[config.mk]
export PLATFORM = sky130hd
export DESIGN_NAME = fixed_point_fir_line_filter_top
export DESIGN_NICKNAME = d
export VERILOG_FILES = /design/src/sv/fir_lf_pkg.sv /design/src/sv/fir_lf_cell.sv /design/src/sv/fixed_point_fir_line_filter_top.sv
export SDC_FILE = /design/constraint.sdc
export NUM_CORES = 2
export LEC_CHECK = 0
export BUFFER_PORTS_ARGS = -buffer_cell sky130_fd_sc_hd__buf_2
export CAP_MARGIN = 15
export CORE_MARGIN = 3
export CORE_UTILIZATION = 40
export CTS_CLUSTER_SIZE = 10
export DETAILED_ROUTE_END_ITERATION = 6
export PLACE_DENSITY = 0.52
export SLEW_MARGIN = 10
export SYNTH_ARGS = -nofsm -noshare
export SYNTH_HDL_FRONTEND = slang
export SYNTH_HIERARCHICAL = 1
export SYNTH_SLANG_ARGS = --single-unit
[constraint.sdc]
create_clock -name i_clk -period 7.9 [get_ports i_clk]
set_input_delay 0.79 -clock i_clk [delete_from_list [all_inputs] [get_ports i_clk]]
set_output_delay 0.79 -clock i_clk [all_outputs]
set_load 0.01 [all_outputs]
[src/sv/fir_lf_pkg.sv]
// Shared widths and register codes for the FIR line filter.
package fir_lf_pkg;

    localparam int PIX_W      = 8;
    localparam int COEF_W     = 16;
    localparam int TAPS_W     = 3;
    localparam int CFG_DATA_W = 16;

    // register map: tap count first, then one coefficient per tap
    localparam int REG_TAP_COUNT = 0;
    localparam int REG_COEF_BASE = 1;

    localparam logic [TAPS_W-1:0] TAP_COUNT_RESET = 3'd1;

    typedef logic [PIX_W-1:0]  t_pix;
    typedef logic [COEF_W-1:0] t_coef;
    typedef logic [TAPS_W-1:0] t_taps;

endpackage

[src/sv/fir_lf_cell.sv]
// One tap cell: holds a history pixel, hands it on, and forms its shifted tap product.
module fir_lf_cell #(
    parameter int FRACTION_BITS = 16
) (
    input  logic                i_clk,
    input  logic                i_en,
    input  fir_lf_pkg::t_pix    i_pix,
    input  fir_lf_pkg::t_coef   i_coef,
    output fir_lf_pkg::t_pix    o_pix,
    output fir_lf_pkg::t_pix    o_prod
);

    localparam int PROD_W = fir_lf_pkg::PIX_W + fir_lf_pkg::COEF_W;

    logic [PROD_W-1:0]  w_full;
    fir_lf_pkg::t_pix   r_pix;
    fir_lf_pkg::t_pix   r_prod;

    assign w_full = PROD_W'(i_pix) * PROD_W'(i_coef);

    // only the low byte of the truncated product can reach the wrapped sum
    always_ff @(posedge i_clk) begin
        if (i_en) begin
            r_pix  <= i_pix;
            r_prod <= w_full[FRACTION_BITS +: fir_lf_pkg::PIX_W];
        end
    end

    assign o_pix  = r_pix;
    assign o_prod = r_prod;

endmodule

[src/sv/fixed_point_fir_line_filter_top.sv]
// Top level of the FIR line filter: configuration, cell row, sum and output stage.
//
// Usage
//   Input beats (i_pixel, i_line_start) are taken when i_valid is high and
//   o_stall is low. Raise i_line_start on the first pixel of each row or
//   column; it restarts the window. From the tap_count-th pixel of the
//   current line on, every beat yields one o_filtered beat, taken when
//   o_valid is high and i_stall is low. Earlier beats of a line give none.
//   Configuration is a plain write port (i_cfg_we, i_cfg_index, i_cfg_data):
//   index 0 is tap_count, indices 1..MAX_TAPS the Q16 coefficients, oldest
//   pixel first. Write only while the filter is idle.
//   Each input beat passes two register stages to o_valid: the 8x16
//   multiply in every cell feeds the product stage, the adder tree the output
//   register. Throughput is one beat per cycle while i_stall is low.
//   Reset sets tap_count to 1, the coefficients to 0 and empties the
//   pipeline. When the receiver stalls, the result is held and input beats
//   are still taken into the product stage until it holds a result; o_stall
//   rises only once that stage is also full and cannot drain.
module fixed_point_fir_line_filter_top #(
    parameter int MAX_TAPS      = 7,
    parameter int FRACTION_BITS = 16
) (
    input  logic                                    i_clk,
    input  logic                                    i_rst_n,
    input  logic                                    i_valid,
    output logic                                    o_stall,
    input  fir_lf_pkg::t_pix                        i_pixel,
    input  logic                                    i_line_start,
    output logic                                    o_valid,
    input  logic                                    i_stall,
    output fir_lf_pkg::t_pix                        o_filtered,
    input  logic                                    i_cfg_we,
    input  logic [$clog2(MAX_TAPS+1)-1:0]           i_cfg_index,
    input  logic [fir_lf_pkg::CFG_DATA_W-1:0]       i_cfg_data
);

    localparam int CFG_IDX_W  = $clog2(MAX_TAPS + 1);
    localparam int IDX_W      = $clog2(MAX_TAPS);
    localparam int HIST_DEPTH = MAX_TAPS - 1;
    localparam int TW         = fir_lf_pkg::TAPS_W;

    fir_lf_pkg::t_taps  r_tap_count;
    fir_lf_pkg::t_coef  r_coef [MAX_TAPS];
    fir_lf_pkg::t_taps  r_fill;
    fir_lf_pkg::t_taps  n_fill;
    logic               r_s1_valid;
    logic               r_out_valid;
    fir_lf_pkg::t_pix   r_filtered;
    fir_lf_pkg::t_pix   n_filtered;

    fir_lf_pkg::t_taps  w_ntaps;
    fir_lf_pkg::t_taps  w_fill_in;
    logic               w_produce;
    logic               w_in_acc;
    logic               w_out_load;
    logic               w_s1_adv;

    fir_lf_pkg::t_taps  w_k    [MAX_TAPS];
    fir_lf_pkg::t_coef  w_coef [MAX_TAPS];
    fir_lf_pkg::t_pix   w_pix  [MAX_TAPS];
    fir_lf_pkg::t_pix   w_prod [MAX_TAPS];

    // configuration registers
    always_ff @(posedge i_clk) begin
        if (!i_rst_n) begin
            r_tap_count <= fir_lf_pkg::TAP_COUNT_RESET;
            for (int j = 0; j < MAX_TAPS; j++) begin
                r_coef[j] <= '0;
            end
        end else if (i_cfg_we) begin
            if (i_cfg_index == CFG_IDX_W'(fir_lf_pkg::REG_TAP_COUNT)) begin
                r_tap_count <= i_cfg_data[TW-1:0];
            end
            for (int j = 0; j < MAX_TAPS; j++) begin
                if (i_cfg_index == CFG_IDX_W'(fir_lf_pkg::REG_COEF_BASE + j)) begin
                    r_coef[j] <= i_cfg_data[fir_lf_pkg::COEF_W-1:0];
                end
            end
        end
    end

    // zero taps means one, anything above the row length is clipped
    always_comb begin
        if (r_tap_count == '0) begin
            w_ntaps = TW'(1);
        end else if (r_tap_count > TW'(MAX_TAPS)) begin
            w_ntaps = TW'(MAX_TAPS);
        end else begin
            w_ntaps = r_tap_count;
        end
    end

    // handshake
    assign w_out_load = !r_out_valid || !i_stall;
    assign w_s1_adv   = !r_s1_valid || w_out_load;
    assign o_stall    = !w_s1_adv;
    assign w_in_acc   = i_valid && w_s1_adv;

    // window fill within the current line
    assign w_fill_in = i_line_start ? '0 : r_fill;
    assign w_produce = ({1'b0, w_fill_in} + 4'd1) >= {1'b0, w_ntaps};
    assign n_fill    = (w_fill_in < TW'(HIST_DEPTH)) ? (w_fill_in + TW'(1)) : w_fill_in;

    always_ff @(posedge i_clk) begin
        if (!i_rst_n) begin
            r_fill <= '0;
        end else if (w_in_acc) begin
            r_fill <= n_fill;
        end
    end

    // cell j sees the pixel of age j; it pairs with coefficient ntaps-1-j
    always_comb begin
        for (int j = 0; j < MAX_TAPS; j++) begin
            w_k[j] = w_ntaps - TW'(1) - TW'(j);
            if (TW'(j) < w_ntaps) begin
                w_coef[j] = r_coef[w_k[j][IDX_W-1:0]];
            end else begin
                w_coef[j] = '0;
            end
        end
    end

    genvar g;
    generate
        for (g = 0; g < MAX_TAPS; g++) begin : g_cell
            fir_lf_cell #(
                .FRACTION_BITS (FRACTION_BITS)
            ) u_cell (
                .i_clk  (i_clk),
                .i_en   (w_in_acc),
                .i_pix  ((g == 0) ? i_pixel : w_pix[(g == 0) ? 0 : g - 1]),
                .i_coef (w_coef[g]),
                .o_pix  (w_pix[g]),
                .o_prod (w_prod[g])
            );
        end
    endgenerate

    always_ff @(posedge i_clk) begin
        if (!i_rst_n) begin
            r_s1_valid <= 1'b0;
        end else if (w_s1_adv) begin
            r_s1_valid <= w_in_acc && w_produce;
        end
    end

    // sum wraps at 8 bits
    always_comb begin
        n_filtered = '0;
        for (int j = 0; j < MAX_TAPS; j++) begin
            n_filtered = n_filtered + w_prod[j];
        end
    end

    always_ff @(posedge i_clk) begin
        if (!i_rst_n) begin
            r_out_valid <= 1'b0;
        end else if (w_out_load) begin
            r_out_valid <= r_s1_valid;
        end
    end

    always_ff @(posedge i_clk) begin
        if (w_out_load) begin
            r_filtered <= n_filtered;
        end
    end

    assign o_valid    = r_out_valid;
    assign o_filtered = r_filtered;

    a_fill_bound: assert property (@(posedge i_clk) disable iff (!i_rst_n)
        r_fill <= TW'(HIST_DEPTH))
        else $error("fill count beyond history depth");

    a_hold_s1: assert property (@(posedge i_clk) disable iff (!i_rst_n)
        (r_s1_valid && o_stall) |=> r_s1_valid)
        else $error("product stage lost a beat under stall");

    a_single_tap: assert property (@(posedge i_clk) disable iff (!i_rst_n)
        (w_in_acc && w_ntaps == TW'(1)) |=> r_s1_valid)
        else $error("single tap beat gave no result");

    a_line_restart: assert property (@(posedge i_clk) disable iff (!i_rst_n)
        (w_in_acc && i_line_start && w_ntaps != TW'(1)) |=> !r_s1_valid)
        else $error("result on first pixel of a line");

    a_out_refill: assert property (@(posedge i_clk) disable iff (!i_rst_n)
        (r_s1_valid && w_out_load) |=> r_out_valid)
        else $error("product stage drained without a result");

endmodule
After elaboration in Yosys (flattened, before gate mapping):

Memory sizes are Yosys's and may differ from the RTL's.
Index checks and enable logic that the tools add are counted.

* reduce and logical (&&, ||, !) cells: 11
* order comparisons: 10
* bitwise gates (word level): 7
* multipliers: 7
* mux-type cells: 47
* eq/ne operators: 7
* add/subtract/negate cells: 15

Operators by type and width (number)
* $mux 16: 14
* $mul 8x16->24: 7
* $add 8x8->8: 6
* $mux 1: 29
* $eq 3x3->1 const B: 4
* $mux 3: 4
* $lt 3x3->1 const A: 3
* $sub 3x3->3 const B: 3
* $or 1x1->1: 7
* $eq 3x2->1 const B: 2
* $logic_not 3->1: 2
* $lt 1x3->1 const A: 2
* $lt 2x3->1 const A: 2
* $sub 3x1->3 const B: 2
* $sub 3x2->3 const B: 2
* $add 3x1->4 const B: 1
* $ge 4x3->1: 1
* $logic_not 1->1: 4
* $add 3x1->3 const B: 1
* $eq 3x1->1 const B: 1
* $gt 3x3->1 const B: 1
* $lt 3x3->1 const B: 1
* $logic_and 1x1->1: 2
* $logic_or 1x1->1: 2
* $reduce_and 2->1: 1

* word-level logic and storage cells: 123
* input bits: 33
* output and inout port bits: 10
* memories: 1
* flip-flop bits (word level): 120
* RAM bits: 112

Memory list
* r_coef: depth 7, bits a word 16, read ports 7, clocked after Yosys merged registers in 0, write ports 7, RTL line fixed_point_fir_line_filter_top.sv:43 `fir_lf_pkg::t_coef r_coef [MAX_TAPS];`

Logic depth before layout (Yosys ltp):

An unclocked memory read counts as a cell.

* word-level depth: 8
* gate-level depth with buffers: 29
* gate-level depth less buffers: 24

Cells and area by module:

The synthesis kept the hierarchy.

Modules (own cells, without submodules)
* fixed_point_fir_line_filter_top: times used 1, seq. area each 3763.6 um^2, area each 10018.4 um^2, cells each 1047
* fir_lf_cell (g_cell[3].u_cell ...): times used 2, seq. area each 480.5 um^2, area each 4460.5 um^2, cells each 473
* fir_lf_cell (g_cell[6].u_cell): times used 1, seq. area each 480.5 um^2, area each 4394.2 um^2, cells each 463
* fir_lf_cell (g_cell[0].u_cell): times used 1, seq. area each 480.5 um^2, area each 4336.7 um^2, cells each 451
* fir_lf_cell (g_cell[1].u_cell): times used 1, seq. area each 480.5 um^2, area each 4254.1 um^2, cells each 437
* fir_lf_cell (g_cell[2].u_cell): times used 1, seq. area each 480.5 um^2, area each 4142.7 um^2, cells each 415
* fir_lf_cell (g_cell[5].u_cell): times used 1, seq. area each 480.5 um^2, area each 4119.0 um^2, cells each 420

Least setup slack after synthesis:

No wires, ideal clock.

* kind: register -> register
* start: reg r_tap_count[2]
* end: reg g_cell[0].u_cell.r_prod[6] (data pin)
* clock period less this slack: 6.782 ns
* path slack: 1.118 ns
* arrival: 6.521 ns
* cell stages (with the launch flop): 26
* library setup time: 0.261 ns
* required time: 7.639 ns
* cell sequence: dfxtp_1 buf_4 o21bai_1 buf_2 buf_4 buf_4 ha_1 buf_1 buf_1 mux2i_1 nand2_1 o21ai_0 and2_1 fa_1 fa_1 fa_1 inv_1 fa_1 inv_1 ha_1 a211oi_2 a21oi_2 a211oi_4 o21ai_2 or2_4 o311a_1

RTL lines
* start, declared: RTL line fixed_point_fir_line_filter_top.sv:42 `fir_lf_pkg::t_taps r_tap_count;`
* start signal, assigned: RTL line fixed_point_fir_line_filter_top.sv:66 `r_tap_count <= fir_lf_pkg::TAP_COUNT_RESET;`
* start signal, assigned: RTL line fixed_point_fir_line_filter_top.sv:72 `r_tap_count <= i_cfg_data[TW-1:0];`
* end signal, assigned: RTL line fir_lf_cell.sv:25 `r_prod <= w_full[FRACTION_BITS +: fir_lf_pkg::PIX_W];`
* end, declared: RTL line fir_lf_cell.sv:17 `fir_lf_pkg::t_pix r_prod;`

==> results.toml <==
[sta]
clock_skew_ns = 0.0206
setup_violations = 0
rsz0062_at_grt = "false"
maxSlewHeadroom = 0.190
fin_crit_ns = 7.22
tns_ns = 0
slew_viol_final = 0
period_share = 0.914
finalHoldViolCount = 0
fmax_mhz = 139
worst_slew_pin_slew_ns = 1.21
setup_ws_ns = 0.682

[yosys]
syn_area_um2 = 39900
synthesis.instances = 4171
synth_fp_nets = 5122
ys_warn_count = 6
synth_area_per_cell_um2 = 9.58

[worst_setup_path]
slowest_delay_ns = 0.82
worstPathArrival_ns = 7.50
crit_top_cell = "fa_1"
worstSetupEndpointType = "flop"
crit_fanout = 69
slowest_stage = "buf_4"
crit_path_start_kind = "flop"
critPathKind = "flop to flop"
critPathRequiredTime_ns = 8.18
cp_cell_sequence = "o21bai_4 > buf_4 > mux2i_1 > mux2i_1 > nand2_1 > a21oi_1 > and2_1 > fa_1 > fa_1 > fa_1 > inv_1 > fa_1 > inv_1 > ha_1 > a21oi_1 > o21ai_1 > a32oi_1 > a21oi_1 > o31a_1 > o311a_1"

[floorplan]
die_area_um2 = 104000
start_util = 0.405
rows = 115
die_h_um = 322
die-width_um = 322
io_pins = 43
core-area_um2 = 98700

[route]
dr.pass1.iters = 5
wl_per_cell_um = 20.8
final_antenna_net_count = 0
viasPerCell = 5.26
drt_iter0_drc = 1675
dr_total_vias = 29100
drc = 0
drt_wl_total_um = 115000

[placed_design]
dp_hpwl_um = 90800
gp_congestion = 0.904
io_buffers = 42
preCtsSetupSlack_ns = 0.796

[grt]
grt_max_degree = 70
grtUsageTotal = 0.230
grt_overflow = 0
grt_antenna_before_repair = 4
grt_pass1_wl_um = 183000
grt_pass1_vias = 30700

[cells_and_area]
drive_above_1_share = 0.0798
multi_input_area_um2 = 29900
num_antenna_cells = 0
layout_common_cells = "713 x and2_1, 694 x inv_1, 613 x fa_1"
nNetsFinal = 5180
seqCellArea_um2 = 6890
fill_cells = 9801
area_delta_synth_final_pct = 8.01
final_common_cell = "and2_1"
fin_util = 0.437

[worst_hold_path]
hp-class = "flop to flop"

[cts]
clk_path_buf_depth = 3
insertion_delay_ns = 0.54
cts_tree = "done"
cts_max_level = 2
path_clk_slew_ns = 0.06
cts_setup_buffers = 0
ctsResizeCount = 0
cts_sinks = 232
cts_inserted_buffers = 34
postCtsHoldBufs = 0
cts_root_buf = "clkbuf_16"

[power_and_ir_drop]
power_uw = 5510
power_leakage_uw = 0.0218
p_per_area_nw_per_um2 = 128
ir_drop_mv = 0.296

[outcome]
outcome = "finished clean"

[run]
drv_cap = 0
per-stage QoR:
step	hold slack (ns)	instances	cell area (um^2)
floorplan	0.459	4171	39900
global placement	0.476	5480	42100
detailed placement	0.480	5480	42100
CTS	0.495	5536	43100
global route	0.517	5536	43100
finish	0.495	5536	43100
metal layers:
layer,track usage,up-vias,part of all wire
met5,0,-,0
met4,0.0622,0,0.029
met3,0.0216,150,0.043
met2,0.382,616,0.47
met1,0.322,14900,0.46
li1,-,13400,-
layout make-up:
type	count	area share
Inverter	696	0.0606
Multi-Input combinational cell	3113	0.693
Clock buffer	45	0.0222
Tap cell	1287	0.0373
Sequential cell	232	0.160
Clock inverter	11	0.00252
Timing Repair Buffer	152	0.0243
path summary, 6_finish.rpt:
kind	start	to	slack, ns	cells past startpoint
max	r_tap_count[0]	g_cell[1].u_cell/o_prod[0]	0.68	20
min	r_fill[0]	r_fill[0]	0.50	1
max reg2reg	r_tap_count[0]	g_cell[1].u_cell/o_prod[0]	0.68	20
min reg2reg	r_fill[0]	r_fill[0]	0.50	1
flip-flops by register name, summed over array words and instances, names as in the netlist:
signal,cells
g_cell.u_cell/o_pix,48
g_cell.u_cell/o_prod,56
o_filtered,8
o_valid,1
r_coef,112
r_fill,3
r_s1_valid,1
r_tap_count,3
critical path, delay by kind of cell, from the launching register on:
| kind | cells | cell delay, ns |
|---|---|---|
| flip-flops | 1 | 0.43 |
| adder cells (fa/ha/maj) | 5 | 2.38 |
| buffers and inverters | 3 | 0.92 |
| AND/OR/NAND/NOR | 2 | 0.38 |
| multiplexers | 2 | 0.73 |
| AO/OA/AOI/OAI | 8 | 2.05 |
power breakdown:
group | switching [uW] | internal (uW)
clock | 601 | 912
combinational | 1390 | 935
sequential | 133 | 1540
total | 2120 | 3390
(Power assumes the default switching activity.)
